<file path="config.mk">
export PLATFORM = sky130hd
export DESIGN_NAME = alarm_clock_time_keeper
export DESIGN_NICKNAME = d
export VERILOG_FILES = /design/src/design/actk_pkg.sv /design/src/design/actk_unit_cell.sv /design/src/design/actk_ctrl.sv /design/src/design/alarm_clock_time_keeper.sv
export SDC_FILE = /design/constraint.sdc
export NUM_CORES = 1
export LEC_CHECK = 0
export ABC_AREA = 1
export BUFFER_PORTS_ARGS = -buffer_cell sky130_fd_sc_hd__buf_4
export CAP_MARGIN = 20
export CORE_ASPECT_RATIO = 1.25
export CORE_MARGIN = 8
export CORE_UTILIZATION = 55
export DETAILED_ROUTE_END_ITERATION = 12
export PLACE_DENSITY_LB_ADDON = 0.05
export SYNTH_ARGS = -nofsm -noshare
export SYNTH_HDL_FRONTEND = slang
export SYNTH_HIERARCHICAL = 1
export SYNTH_SLANG_ARGS = --single-unit
</file>
<file path="constraint.sdc">
create_clock -name clk_i -period 6.1 [get_ports clk_i]
set_input_delay 0.915 -clock clk_i [delete_from_list [all_inputs] [get_ports clk_i]]
set_output_delay 0.915 -clock clk_i [all_outputs]
set_load 0.02 [all_outputs]
</file>
<file path="src/design/actk_pkg.sv">
// Shared types, constants and helper functions of the alarm clock time keeper.
`default_nettype none

package actk_pkg;

  localparam int unsigned SEC_LIMIT    = 60;
  localparam int unsigned MIN_LIMIT    = 60;
  localparam int unsigned HOUR_LIMIT   = 24;
  localparam int unsigned SEC_W        = 6;
  localparam int unsigned MIN_W        = 6;
  localparam int unsigned HOUR_W       = 5;
  localparam int unsigned WINDOW_W     = 6;
  localparam logic [WINDOW_W-1:0] WINDOW_RESET = 6'd30;

  typedef enum logic [1:0] {
    KIND_TICK = 2'd0,
    KIND_SET  = 2'd1,
    KIND_UP   = 2'd2,
    KIND_DOWN = 2'd3
  } actk_kind_e;

  typedef enum logic [1:0] {
    MODE_RUN  = 2'd0,
    MODE_SEC  = 2'd1,
    MODE_MIN  = 2'd2,
    MODE_HOUR = 2'd3
  } actk_mode_e;

  localparam logic [1:0] UNIT_SEC  = 2'd0;
  localparam logic [1:0] UNIT_MIN  = 2'd1;
  localparam logic [1:0] UNIT_HOUR = 2'd2;

  // Edit command for one counter cell.
  typedef struct packed {
    logic step_en;
    logic step_up;
  } actk_cell_ctrl_t;

  // Edit commands for all five cells of the row.
  typedef struct packed {
    actk_cell_ctrl_t sec;
    actk_cell_ctrl_t min;
    actk_cell_ctrl_t hour;
    actk_cell_ctrl_t amin;
    actk_cell_ctrl_t ahour;
    logic            tick;
  } actk_cells_ctrl_t;

  typedef struct packed {
    logic [2:0] tens;
    logic [3:0] ones;
  } actk_digits_t;

  // Splits a value below 64 into decimal digits; v * 13 / 128 equals v / 10 there.
  function automatic actk_digits_t split_digits(input logic [5:0] v);
    logic [9:0]   prod;
    logic [5:0]   rem;
    actk_digits_t d;
    prod   = {4'd0, v} * 10'd13;
    d.tens = prod[9:7];
    rem    = v - 6'({3'd0, d.tens} * 6'd10);
    d.ones = rem[3:0];
    return d;
  endfunction

endpackage

`default_nettype wire

</file>
<file path="src/design/actk_unit_cell.sv">
// One wrap-around counter cell of the time row with carry to its neighbor.
`default_nettype none

module actk_unit_cell
  import actk_pkg::*;
#(
  parameter int unsigned W     = 6,
  parameter int unsigned LIMIT = 60
) (
  input  wire logic            clk_i,
  input  wire logic            rst_ni,
  input  wire actk_cell_ctrl_t ctrl_i,
  input  wire logic            carry_i,
  output logic [W-1:0]         value_o,
  output logic [W-1:0]         value_next_o,
  output logic                 carry_o
);

  localparam logic [W:0]   LimitExt = (W+1)'(LIMIT);
  localparam logic [W-1:0] LimitM1  = W'(LIMIT - 1);

  logic [W-1:0] value_q, value_d;
  logic [W:0]   inc;
  logic         wrap_up;
  logic [W-1:0] up_val, down_val;

  assign inc      = {1'b0, value_q} + (W+1)'(1);
  assign wrap_up  = (inc >= LimitExt);
  assign up_val   = wrap_up ? '0 : inc[W-1:0];
  assign down_val = ((value_q == '0) || ({1'b0, value_q} >= LimitExt)) ?
                    LimitM1 : value_q - W'(1);

  always_comb begin
    value_d = value_q;
    if (carry_i) begin
      value_d = up_val;
    end else if (ctrl_i.step_en) begin
      value_d = ctrl_i.step_up ? up_val : down_val;
    end
  end

  always_ff @(posedge clk_i or negedge rst_ni) begin
    if (!rst_ni) begin
      value_q <= '0;
    end else begin
      value_q <= value_d;
    end
  end

  assign value_o      = value_q;
  assign value_next_o = value_d;
  assign carry_o      = carry_i & wrap_up;

endmodule

`default_nettype wire

</file>
<file path="src/design/actk_ctrl.sv">
// Set-mode state machine, event decode, buzzer and refusal flags.
`default_nettype none

module actk_ctrl
  import actk_pkg::*;
(
  input  wire logic        clk_i,
  input  wire logic        rst_ni,
  input  wire logic        accept_i,
  input  wire logic [1:0]  kind_i,
  input  wire logic        edit_alarm_i,
  input  wire logic        alarm_enable_i,
  input  wire logic        alarm_match_i,
  output actk_cells_ctrl_t cells_o,
  output logic             in_set_mode_o,
  output logic [1:0]       unit_selected_o,
  output logic             alarm_sound_o,
  output logic             request_refused_o
);

  actk_mode_e mode_q, mode_d;
  actk_kind_e kind;
  logic       buzzer_q, buzzer_d;
  logic       refused_q, refused_d;
  logic       step_ev, step_up;

  assign kind    = actk_kind_e'(kind_i);
  assign step_ev = accept_i && (kind == KIND_UP || kind == KIND_DOWN) && (mode_q != MODE_RUN);
  assign step_up = (kind == KIND_UP);

  // Next state: the set button walks run -> seconds -> minutes -> hours -> run.
  always_comb begin
    mode_d = mode_q;
    if (accept_i && kind == KIND_SET) begin
      unique case (mode_q)
        MODE_RUN:  mode_d = MODE_SEC;
        MODE_SEC:  mode_d = MODE_MIN;
        MODE_MIN:  mode_d = MODE_HOUR;
        MODE_HOUR: mode_d = MODE_RUN;
        default:   mode_d = MODE_RUN;
      endcase
    end
  end

  // Outputs of the state machine and the cell edit commands.
  always_comb begin
    cells_o         = '0;
    in_set_mode_o   = 1'b1;
    unit_selected_o = UNIT_SEC;
    unique case (mode_q)
      MODE_RUN: begin
        in_set_mode_o = 1'b0;
      end
      MODE_SEC: begin
        unit_selected_o = UNIT_SEC;
        cells_o.sec     = '{step_en: step_ev && !edit_alarm_i, step_up: step_up};
      end
      MODE_MIN: begin
        unit_selected_o = UNIT_MIN;
        cells_o.min     = '{step_en: step_ev && !edit_alarm_i, step_up: step_up};
        cells_o.amin    = '{step_en: step_ev && edit_alarm_i, step_up: step_up};
      end
      MODE_HOUR: begin
        unit_selected_o = UNIT_HOUR;
        cells_o.hour    = '{step_en: step_ev && !edit_alarm_i, step_up: step_up};
        cells_o.ahour   = '{step_en: step_ev && edit_alarm_i, step_up: step_up};
      end
      default: begin
        in_set_mode_o = 1'b0;
      end
    endcase
    cells_o.tick = accept_i && (kind == KIND_TICK) && (mode_q == MODE_RUN);
  end

  always_comb begin
    buzzer_d  = buzzer_q;
    refused_d = refused_q;
    if (accept_i) begin
      refused_d = step_ev && edit_alarm_i && (mode_q == MODE_SEC);
      if (kind == KIND_SET) begin
        buzzer_d = 1'b0;
      end else if (kind == KIND_TICK && mode_q == MODE_RUN) begin
        buzzer_d = alarm_enable_i && alarm_match_i;
      end
    end
  end

  always_ff @(posedge clk_i or negedge rst_ni) begin
    if (!rst_ni) begin
      mode_q    <= MODE_RUN;
      buzzer_q  <= 1'b0;
      refused_q <= 1'b0;
    end else begin
      mode_q    <= mode_d;
      buzzer_q  <= buzzer_d;
      refused_q <= refused_d;
    end
  end

  assign alarm_sound_o     = buzzer_q;
  assign request_refused_o = refused_q;

endmodule

`default_nettype wire

</file>
<file path="src/design/alarm_clock_time_keeper.sv">
// Top level of the 24-hour alarm clock time keeper.
//
// Usage: each input transaction on the in_valid_i / in_ready_o channel carries
// one event (second tick, set, up or down) plus the edit and enable switches.
// Every event produces exactly one output transaction on out_valid_o /
// out_ready_i that reports the time as decimal digits, the alarm setting and
// the mode status after the event has been applied.
// The state lives in a row of counter cells (seconds, minutes, hours, then
// alarm minute and alarm hour); a tick ripples as a carry from cell to cell.
// The result of an event is registered at the edge that accepts it and is
// valid right after that edge. Throughput is one event per cycle as long as
// the receiver takes each result. While the receiver stalls, the pending result
// is held in the state registers themselves and no new event is taken.
// Reset clears the time, the alarm and all flags, leaves set mode and sets the
// alarm window to 30 seconds. The window register is written through
// cfg_we_i / cfg_wdata_i and should only be changed while the block is idle.
`default_nettype none

module alarm_clock_time_keeper
  import actk_pkg::*;
(
  input  wire logic                clk_i,
  input  wire logic                rst_ni,
  input  wire logic                cfg_we_i,
  input  wire logic [WINDOW_W-1:0] cfg_wdata_i,
  input  wire logic                in_valid_i,
  output logic                     in_ready_o,
  input  wire logic [1:0]          kind_i,
  input  wire logic                edit_alarm_i,
  input  wire logic                alarm_enable_i,
  output logic                     out_valid_o,
  input  wire logic                out_ready_i,
  output logic [1:0]               hour_tens_o,
  output logic [3:0]               hour_ones_o,
  output logic [2:0]               minute_tens_o,
  output logic [3:0]               minute_ones_o,
  output logic [2:0]               second_tens_o,
  output logic [3:0]               second_ones_o,
  output logic                     alarm_sound_o,
  output logic                     in_set_mode_o,
  output logic [1:0]               unit_selected_o,
  output logic [HOUR_W-1:0]        alarm_hour_out_o,
  output logic [MIN_W-1:0]         alarm_minute_out_o,
  output logic                     request_refused_o
);

  logic                in_accept;
  logic                out_valid_q, out_valid_d;
  logic [WINDOW_W-1:0] window_q;
  actk_cells_ctrl_t    cells;

  logic [SEC_W-1:0]    sec_q, sec_next;
  logic [MIN_W-1:0]    min_q, min_next, amin_q, amin_next;
  logic [HOUR_W-1:0]   hour_q, hour_next, ahour_q, ahour_next;
  logic                sec_carry, min_carry, hour_carry, amin_carry, ahour_carry;
  logic                alarm_match;
  actk_digits_t        sec_dig, min_dig, hour_dig;

  // The state registers double as the output register, so a new event is
  // taken only when no result is pending or the pending one leaves now.
  assign in_ready_o = !out_valid_q || out_ready_i;
  assign in_accept  = in_valid_i && in_ready_o;

  always_comb begin
    out_valid_d = out_valid_q;
    if (in_accept) begin
      out_valid_d = 1'b1;
    end else if (out_ready_i) begin
      out_valid_d = 1'b0;
    end
  end

  always_ff @(posedge clk_i or negedge rst_ni) begin
    if (!rst_ni) begin
      out_valid_q <= 1'b0;
      window_q    <= WINDOW_RESET;
    end else begin
      out_valid_q <= out_valid_d;
      if (cfg_we_i) begin
        window_q <= cfg_wdata_i;
      end
    end
  end

  actk_ctrl u_ctrl (
    .clk_i,
    .rst_ni,
    .accept_i          (in_accept),
    .kind_i,
    .edit_alarm_i,
    .alarm_enable_i,
    .alarm_match_i     (alarm_match),
    .cells_o           (cells),
    .in_set_mode_o,
    .unit_selected_o,
    .alarm_sound_o,
    .request_refused_o
  );

  // Time row: the tick enters the seconds cell and carries on to the left.
  actk_unit_cell #(.W(SEC_W), .LIMIT(SEC_LIMIT)) u_sec (
    .clk_i, .rst_ni, .ctrl_i(cells.sec), .carry_i(cells.tick),
    .value_o(sec_q), .value_next_o(sec_next), .carry_o(sec_carry)
  );

  actk_unit_cell #(.W(MIN_W), .LIMIT(MIN_LIMIT)) u_min (
    .clk_i, .rst_ni, .ctrl_i(cells.min), .carry_i(sec_carry),
    .value_o(min_q), .value_next_o(min_next), .carry_o(min_carry)
  );

  actk_unit_cell #(.W(HOUR_W), .LIMIT(HOUR_LIMIT)) u_hour (
    .clk_i, .rst_ni, .ctrl_i(cells.hour), .carry_i(min_carry),
    .value_o(hour_q), .value_next_o(hour_next), .carry_o(hour_carry)
  );

  // Alarm row: same cells, edited only by the buttons, never ticked.
  actk_unit_cell #(.W(MIN_W), .LIMIT(MIN_LIMIT)) u_amin (
    .clk_i, .rst_ni, .ctrl_i(cells.amin), .carry_i(1'b0),
    .value_o(amin_q), .value_next_o(amin_next), .carry_o(amin_carry)
  );

  actk_unit_cell #(.W(HOUR_W), .LIMIT(HOUR_LIMIT)) u_ahour (
    .clk_i, .rst_ni, .ctrl_i(cells.ahour), .carry_i(1'b0),
    .value_o(ahour_q), .value_next_o(ahour_next), .carry_o(ahour_carry)
  );

  // The alarm compares the time after the tick; the alarm setting does not
  // change on a tick, so its next value equals its current one then.
  assign alarm_match = (hour_next == ahour_next) && (min_next == amin_next) &&
                       (sec_next < window_q);

  assign sec_dig  = split_digits(sec_q);
  assign min_dig  = split_digits(min_q);
  assign hour_dig = split_digits({1'b0, hour_q});

  assign out_valid_o        = out_valid_q;
  assign hour_tens_o        = hour_dig.tens[1:0];
  assign hour_ones_o        = hour_dig.ones;
  assign minute_tens_o      = min_dig.tens;
  assign minute_ones_o      = min_dig.ones;
  assign second_tens_o      = sec_dig.tens;
  assign second_ones_o      = sec_dig.ones;
  assign alarm_hour_out_o   = ahour_q;
  assign alarm_minute_out_o = amin_q;

  // Counting mode always reports the seconds unit.
  assert property (@(posedge clk_i) disable iff (!rst_ni)
    !in_set_mode_o |-> unit_selected_o == UNIT_SEC)
    else $error("unit selected outside set mode");

  // A refusal only arises while editing seconds in set mode.
  assert property (@(posedge clk_i) disable iff (!rst_ni)
    request_refused_o |-> in_set_mode_o && unit_selected_o == UNIT_SEC)
    else $error("refusal outside seconds set mode");

  // A tick taken in set mode leaves the time untouched.
  assert property (@(posedge clk_i) disable iff (!rst_ni)
    (in_accept && kind_i == KIND_TICK && in_set_mode_o)
      |=> $stable(sec_q) && $stable(min_q) && $stable(hour_q))
    else $error("tick counted in set mode");

  // The seconds and hours counters never leave their range.
  assert property (@(posedge clk_i) disable iff (!rst_ni)
    (sec_q < SEC_W'(SEC_LIMIT)) && (hour_q < HOUR_W'(HOUR_LIMIT)))
    else $error("counter out of range");

  // The alarm cells are never ticked, and the hours cell carries only when
  // the time rolls over to midnight.
  assert property (@(posedge clk_i) disable iff (!rst_ni)
    !(amin_carry || ahour_carry) &&
    (!hour_carry || (hour_next == '0 && min_next == '0 && sec_next == '0)))
    else $error("unexpected carry in the cell row");

endmodule

`default_nettype wire
</file>
==> results.txt, run 1 <==
Result of the run = finished, final reports clean
DRT iter0 DRCs = 290
Antenna Cells = 0
Global-route usage over all layers = 19.8%
Count of input and output buffers = 52
Routed Antenna Nets = 0
Cell-by-cell listing of the critical path = ha_1 > fa_1 > ha_1 > nand2_1 > o21ai_2 > nand2_2 > nand3_1 > nand2_2 > inv_1 > ha_1 > inv_1 > fa_1 > xnor2_1 > inv_1 > nand3_1 > nand3_1 > nand2_1 > inv_1 > buf_4
Netlist area before placement = 5350 um2
TritonCTS clock tree = yes
Clock tree skew after final layout = 0.00494 ns
Post-synthesis instance total = 805
Cts-stage hold buffer count = 0
Worst relative slew slack = 59.4%
Setup Buffers After CTS = 0
Count of H-tree levels built during CTS = 2
Endpoints failing setup = 0
Clock transition at the registers of the reported paths = 0.06 ns
Combined area of the multi-input logic cells = 3730 um2
Worst EP required = 5.18 ns
Vias after detailed routing = 5,216
CP Max Fanout = 13
FILL cells = 918
Insertion delay of the later-clocked pin in the worst-skew pair = 0.29 ns
Layout cells sized above 1 = 15.4%
Remaining Overflow, GRT = 0
Final-layout setup total negative slack = 0 ns
Wirelength, routed = 12.6 mm
Unrepaired setup endpoints after global routing = no
Arrival time at the worst endpoint = 3.99 ns
Leading cell type in the layout, fill and taps excluded = nand2_1
Highest Signal Layer = met4
Pin count of the biggest net entering global routing = 40
Number of max-slew violations in the final report = 0
Number of optimization iterations in the first detailed-route pass = 6
Max Root-Sink Buffers = 2
Die X-Extent = 104 um
Sequential cell area = 981 um2
Clock Tree Root = clkbuf_16
Maxcap violations = 0
Starting density of the core = 55.9%
Area of the core = 9560 um2
Crit path max-delay cell type = dfrtp_1
Area added between synthesis and finish = 11.7%
Antenna violations before repair = 0
Kind of end point of the critical path = primary output
Final routed DRC violation total = 0
Drt wl/cell = 12.8 um
Non-filler instance count after layout = 984
Resized cells post-CTS = 0
Most prevalent standard cell on the critical path = inv_1
Detail Placement HPWL = 9.96 mm
Die ar. = 13,100 um2
First-pass GRT wire length = 22.4 mm
Vias per cell = 5.30
Type of the setup path with the least slack = reg2out
Total count of hold-check failures in the final report = 0
Final weighted congestion in routability-driven placement = 0.903
Vertical die dimension = 126 um
Number of global-route vias before repair = 5,094
Synth warn = 6
Post-Route M1 WL = 5.58 mm
Cts bufs inserted = 5
Routed length on met2 = 6.19 mm
Total length of routed met3 wires = 618 um
Post-route fraction of the period consumed by the critical path = 80.4%
Classification of the worst-slack hold path = reg2reg
Clock sink count = 39
Min Tclk post-route = 4.90 ns
NumNets Final = 947
Largest stage delay on the critical path = 0.72 ns
Slew of the pin with the lowest slew margin = 0.607 ns
Dpl cells = 976
FP Rows = 40
Total I/O pin count = 53
Synthesized area per cell = 6.64 um2
Most used cells in the layout excluding fill and tap cells = 206 x nand2_1, 139 x inv_1, 67 x ha_1
Worst Setup Start Kind = flop
Maximum achievable frequency = 204 MHz
layer usage:
metal | up-vias | GRT usage (%)
met5 | - | 0
met1 | 2397 | 23.8
met3 | 13 | 2.35
met2 | 150 | 35.1
met4 | 0 | 7.77
li1 | 2656 | -
final timing paths:
path                                       start  cells after the start  slack, ns                    to
worst max-delay path            u_min/value_o[2]                     19       1.20      minute_ones_o[3]
worst min-delay path                 window_q[4]                      2       0.50           window_q[4]
worst max register to register       out_valid_o                     22       2.11  u_ctrl/alarm_sound_o
worst min register to register       window_q[4]                      2       0.50           window_q[4]
max in group asynchronous                 rst_ni                      1       5.11           window_q[2]
min in group asynchronous                 rst_ni                      1       0.60     u_amin/value_o[1]
stage by stage:
stage	utilization, %	setup slack, ns	instance area, um2	hold slack [ns]
finish	62.4	1.20	5970	0.503
global route	62.4	0.824	5970	0.527
detailed placement	60.7	1.45	5800	0.502
CTS	62.4	1.14	5970	0.516
floorplan	-	1.87	5380	0.465
global placement	60.7	1.60	5800	0.484
worst max-delay path, delay by kind of cell, from the launching register on:
family | cells | cell delay [ns]
adders and majority gates | 5 | 1.62
DFF | 1 | 0.72
xor gates and xnor gates | 1 | 0.23
and+or+nand+nor | 7 | 0.57
AOI/OAI and AO/OA | 1 | 0.16
buffers and inverters | 5 | 0.39
area by class of cell:
| type | count | share of cell area [%] |
|---|---|---|
| well taps | 126 | 2.64 |
| inverters | 145 | 9.12 |
| repair buffers | 52 | 6.54 |
| multi-input cells | 614 | 62.4 |
| flip-flops and latches | 39 | 16.4 |
| clock inverters | 3 | 0.734 |
| clock buffers | 5 | 2.10 |
sequential cells by signal (all words and copies together), names as in the netlist, 2 cells and up:
| register | count |
|---|---|
| u_ctrl/mode_q | 2 |
| u_amin/value_o | 6 |
| u_sec/value_o | 6 |
| window_q | 6 |
| u_hour/value_o | 5 |
| u_ahour/value_o | 5 |
| u_min/value_o | 6 |
Power of run 1 is left out: the tool's default activity adds up to more than one toggle a clock period on the data nets, which glitch-free logic cannot reach.
==> run 2, diff against run 1 <==
- clock period: 6.1 -> 4.23 ns (I/O delays scaled with it)
==> run 2 against run 1 <==
Effect of this change: worst hold slack worse by 0.19 ns; non-clock buffer count is 29 higher; sequential cell count stayed put; utilization rose by 3.9 points; critical path depth unchanged; final area rose by 6.3%; clock skew about the same; largest cell class unchanged; setup slack lost 1.1 ns; register-to-register slack worse by 1.4 ns; highest routed layer unchanged; wire length rose by 4.2%; via count grew 2.8%; first-iteration DRC count grew 9.7%.
==> results.txt, run 2 (synthesis results as in run 1) <==
Result of the run = finished, final reports clean
First-pass GRT wire length = 22.0 mm (-1.6%)
Final-layout setup total negative slack = 0 ns (unchanged)
Count of H-tree levels built during CTS = 2 (unchanged)
Starting density of the core = 55.9% (unchanged)
Vias per cell = 5.29 (-0.16%)
Kind of end point of the critical path = primary output
Global-route usage over all layers = 19.3% (-0.47 points)
Worst Setup Start Kind = flop
Clock tree skew after final layout = 0.00536 ns (+0.000419 ns)
Slew of the pin with the lowest slew margin = 0.592 ns (-0.0143 ns)
Combined area of the multi-input logic cells = 3860 um2 (+3.6%)
Number of optimization iterations in the first detailed-route pass = 5 (-1)
Wirelength, routed = 13.1 mm (+4.2%)
FP Rows = 40 (unchanged)
Count of input and output buffers = 52 (unchanged)
Final weighted congestion in routability-driven placement = 0.918 (+1.6%)
Total I/O pin count = 53 (unchanged)
Routed Antenna Nets = 0 (unchanged)
Total count of hold-check failures in the final report = 0 (unchanged)
Drt wl/cell = 13.0 um (+1.3%)
Vias after detailed routing = 5,361 (+2.8%)
Clock transition at the registers of the reported paths = 0.06 ns (about the same)
Sequential cell area = 990 um2 (+0.89%)
Non-filler instance count after layout = 1,013 (+2.9%)
Antenna Cells = 0 (unchanged)
Insertion delay of the later-clocked pin in the worst-skew pair = 0.29 ns (about the same)
Final routed DRC violation total = 0 (unchanged)
Clock Tree Root = clkbuf_16
Worst relative slew slack = 60.4% (+0.96 points)
FILL cells = 855 (-6.9%)
Die ar. = 13,100 um2 (unchanged)
Maxcap violations = 0 (unchanged)
Number of max-slew violations in the final report = 0 (unchanged)
DRT iter0 DRCs = 318 (+9.7%)
TritonCTS clock tree = yes
Layout cells sized above 1 = 21.8% (+6.4 points)
Area added between synthesis and finish = 18.7%
Die X-Extent = 104 um (unchanged)
Antenna violations before repair = 0 (unchanged)
Remaining Overflow, GRT = 0 (unchanged)
Clock sink count = 39 (unchanged)
Unrepaired setup endpoints after global routing = yes
Area of the core = 9560 um2 (unchanged)
Worst R2R Path Depth = 21 (-4.5%)
Max Root-Sink Buffers = 2 (unchanged)
Worst EP required = 3.60 ns (-1.58 ns)
Post-route fraction of the period consumed by the critical path = 97.6%
NumNets Final = 976 (+3.1%)
Leading cell type in the layout, fill and taps excluded = nand2_1
Classification of the worst-slack hold path = in2async
Type of the setup path with the least slack = reg2out
Maximum achievable frequency = 242 MHz
Cts bufs inserted = 5 (unchanged)
Number of global-route vias before repair = 5,128 (+0.67%)
Vertical die dimension = 126 um (unchanged)
Detail Placement HPWL = 10.3 mm (+3.3%)
Most used cells in the layout excluding fill and tap cells = 200 x nand2_1, 135 x inv_1, 78 x buf_4
Dpl cells = 991 (+1.5%)
Arrival time at the worst endpoint = 3.49 ns (-0.50 ns)
Pin count of the biggest net entering global routing = 40 (unchanged)
CP Max Fanout = 3 (-10)
Endpoints failing setup = 0 (unchanged)
Min Tclk post-route = 4.13 ns
==> run 2: cell count changes in the layout (fill, tap and decap cells not counted), sizes merged <==
cell  delta
buf     +29
==> run 2: critical path: stages, from the launching register on <==
cell	delay [ns]
dfrtp_1	0.41
ha_1	0.31
fa_1	0.44
ha_1	0.28
nand2_1	0.05
o21ai_2	0.15
nand2_2	0.09
nand2_2	0.09
nand2_4	0.08
nand2_4	0.07
xor2_2	0.16
inv_2	0.05
fa_2	0.35
xnor2_2	0.20
inv_1	0.10
nand3_1	0.08
nand3_1	0.06
nand2_1	0.06
inv_1	0.04
buf_6	0.12
==> run 2: path summary, 6_finish.rpt <==
kind	from	to	slack (ns)
max	u_min/value_o[1]	minute_ones_o[3]	0.10
min	rst_ni	u_amin/value_o[1]	0.32
max reg2reg	u_sec/value_o[0]	u_ctrl/alarm_sound_o	0.72
min reg2reg	window_q[3]	window_q[3]	0.50
max in group asynchronous	rst_ni	u_hour/value_o[1]	3.52
min in group clk_i	window_q[3]	window_q[3]	0.50
==> run 2: repair_timing <==
action,CTS,global route
setup buffers,3,11
endpoints found under the setup margin,2,3
hold buffers,0,0
endpoints found under the hold margin,0,0
resized for setup,5,35
pin swaps,2,25
==> run 2: layer usage <==
metal  global-route usage (%)  share of wire [%]  vias up  wire, um
li1                         -                  -     2712         -
met1                     22.9                 43     2468      5620
met2                     35.7                 51      163      6670
met3                     2.40                5.3       18       691
met4                     5.04                1.3        0       167
met5                        0                  0        -         0
==> run 2: metrics by stage <==
stage	instance area [um2]	hold WS (ns)	util [%]	worst slack, ns
final	6340	0.315	66.4	0.101
after detailed placement	5910	0.492	61.8	0.171
after global placement	5910	0.494	61.8	0.320
after CTS	6120	0.334	64.0	-0.00130
after global routing	6340	0.368	66.4	-0.108
after floorplan	5380	0.339	-	0.279
==> run 2: final cells by class <==
| type | instances | share of cell area [%] |
|---|---|---|
| clock inverter | 3 | 0.690 |
| sequential | 39 | 15.6 |
| timing repair buffer | 81 | 9.76 |
| tap | 126 | 2.49 |
| clock buffer | 5 | 1.97 |
| multi-input combinational | 614 | 60.9 |
| inverter | 145 | 8.62 |
Power of run 2 is left out for the same reason.
==> run 3, diff against run 2 <==
- ABC_AREA: 1 -> 0
==> run 3 against run 2 <==
Effect of this change: final cell count is 19% lower; area after synthesis is 1.1% lower; register-to-register slack worse by 0.24 ns; critical endpoint unchanged; highest routed layer unchanged.
==> results.txt, run 3 <==
DRT iter0 DRCs = 300 (-5.7%)
Die X-Extent = 104 um (-0.47%)
Area added between synthesis and finish = 17.5%
Internal reg-to-reg setup slack = 0.48 ns (-0.24 ns)
Synth warn = 6 (unchanged)
TritonCTS clock tree = yes
VDD IR max = 0.000980 V
Layout cells sized above 1 = 22.9% (+1.2 points)
Final-layout setup total negative slack = 0 ns (unchanged)
Final setup slack of the worst path = 0.0149 ns (-0.0858 ns)
Maxcap violations = 0 (unchanged)
First-pass GRT wire length = 22.5 mm (+2.2%)
Slew of the pin with the lowest slew margin = 0.581 ns (-0.0117 ns)
Remaining Overflow, GRT = 0 (unchanged)
Placed standard-cell area = 5840 um2 (-1.2%)
Endpoints failing setup = 0 (unchanged)
Vias after detailed routing = 5,013 (-6.5%)
Number of optimization iterations in the first detailed-route pass = 4 (-1)
Unrepaired setup endpoints after global routing = yes
Post-route fraction of the period consumed by the critical path = 99.6% (+2.0 points)
Post-route cell area = 6210 um2 (-2.1%)
Worst relative slew slack = 61.0% (+0.67 points)
Result of the run = finished, final reports clean
Kind of end point of the critical path = primary output
Insertion delay of the later-clocked pin in the worst-skew pair = 0.28 ns (about the same)
Drt wl/cell = 16.5 um (+27%)
Clock sink count = 39 (unchanged)
Count of input and output buffers = 52 (unchanged)
Total power density per cell area = 913 nW/um2
Clock Tree Root = clkbuf_16
Wirelength, routed = 13.5 mm (+2.7%)
Cts bufs inserted = 5 (unchanged)
Antenna Cells = 0 (unchanged)
Detail Placement HPWL = 9.92 mm (-3.6%)
CP Max Fanout = 4 (+1)
FP Rows = 40 (unchanged)
Vias per cell = 6.11 (+16%)
Area of the core = 9510 um2 (-0.52%)
Pin count of the biggest net entering global routing = 40 (unchanged)
Final core utilization = 65.3% (-1.0 points)
Starting density of the core = 55.6% (-0.32 points)
Post-Place Setup Slack = 0.0972 ns (-0.0741 ns)
Total count of hold-check failures in the final report = 0 (unchanged)
Die ar. = 13,000 um2 (-0.95%)
Post-synthesis instance total = 632 (-21%)
Number of max-slew violations in the final report = 0 (unchanged)
Worst Setup Start Kind = flop
Classification of the worst-slack hold path = in2async
Clock transition at the registers of the reported paths = 0.06 ns (about the same)
Antenna violations before repair = 0 (unchanged)
Hold WS = 0.325 ns (+0.0100 ns)
Leakage power summed over all cells = 0.00281 uW
Netlist area before placement = 5290 um2 (-1.1%)
Worst EP required = 3.60 ns (about the same)
Synthesized area per cell = 8.36 um2 (+26%)
Leading cell type in the layout, fill and taps excluded = buf_4
Clock tree skew after final layout = 0.00379 ns (-0.00157 ns)
Max Root-Sink Buffers = 2 (unchanged)
Arrival time at the worst endpoint = 3.58 ns (+0.09 ns)
Maximum achievable frequency = 237 MHz (-2.0%)
Count of H-tree levels built during CTS = 2 (unchanged)
Total I/O pin count = 53 (unchanged)
Final routed DRC violation total = 0 (unchanged)
Routed Antenna Nets = 0 (unchanged)
Min Tclk post-route = 4.22 ns (+0.0858 ns)
Vertical die dimension = 126 um (-0.48%)
Type of the setup path with the least slack = reg2out
NumNets Final = 783 (-20%)
Most used cells in the layout excluding fill and tap cells = 87 x buf_4, 60 x ha_1, 58 x inv_1
Final weighted congestion in routability-driven placement = 0.889 (-3.1%)
Number of global-route vias before repair = 4,832 (-5.8%)
Global-route usage over all layers = 19.9% (+0.57 points)
[run 3: timing repair]
item	4_1_cts	5_1_grt
endpoints found under the hold margin	0	0
setup endpoints to repair	3	3
pin swaps	9	9
gates resized for setup	13	14
buffers inserted	6	4
gates cloned	0	1
hold buffers	0	0
[run 3: critical path, stage by stage (launching register included)]
cell      delay [ns]
dfrtp_2         0.45
ha_4            0.28
inv_2           0.03
fa_1            0.49
inv_2           0.05
ha_4            0.26
nor3_2          0.04
a211oi_2        0.16
buf_4           0.19
xor2_4          0.17
ha_2            0.19
inv_2           0.03
fa_2            0.32
xor2_1          0.15
xnor2_1         0.17
xnor2_1         0.14
buf_4           0.16
[run 3: per-layer routing]
layer	GRT usage [%]	vias up	share of wire, %
li1	-	2438	-
met1	24.6	2441	44
met2	35.7	116	51
met3	2.65	18	3.6
met4	4.61	0	1.2
met5	0	-	0
[run 3: layout make-up]
class,instances,area (um2)
clock buffers,5,125
clock inverters,3,15.0
fillers,820,3300
inverters,61,229
multi-input cells,497,4000
flip-flops and latches,39,986
well taps,126,158
repair buffers,89,698
[run 3: final timing paths]
| path | startpoint | to | depth (start not counted) |
|---|---|---|---|
| max | u_min/value_o[2] | minute_ones_o[3] | 16 |
| min | rst_ni | u_min/value_o[1] | 1 |
| max reg2reg | u_min/value_o[1] | u_ctrl/alarm_sound_o | 16 |
| min reg2reg | window_q[4] | window_q[4] | 2 |
| max in group asynchronous | rst_ni | u_hour/value_o[1] | 1 |
| min in group clk_i | window_q[4] | window_q[4] | 2 |
[run 3: power breakdown]
group          leakage [uW]  internal (uW)  switching [uW]
Sequential         0.000466            505             263
Clock             0.0000733            215             155
Combinational       0.00227           2040            2500
Total               0.00281           2760            2920
[run 3: per-stage QoR]
stage,instances,power [uW]
after global placement,801,4820
after CTS,815,5510
after global routing,820,6140
final,820,5670
after floorplan,639,3710
after detailed placement,801,4940
Note: power is estimated with default switching activity, not from simulation.
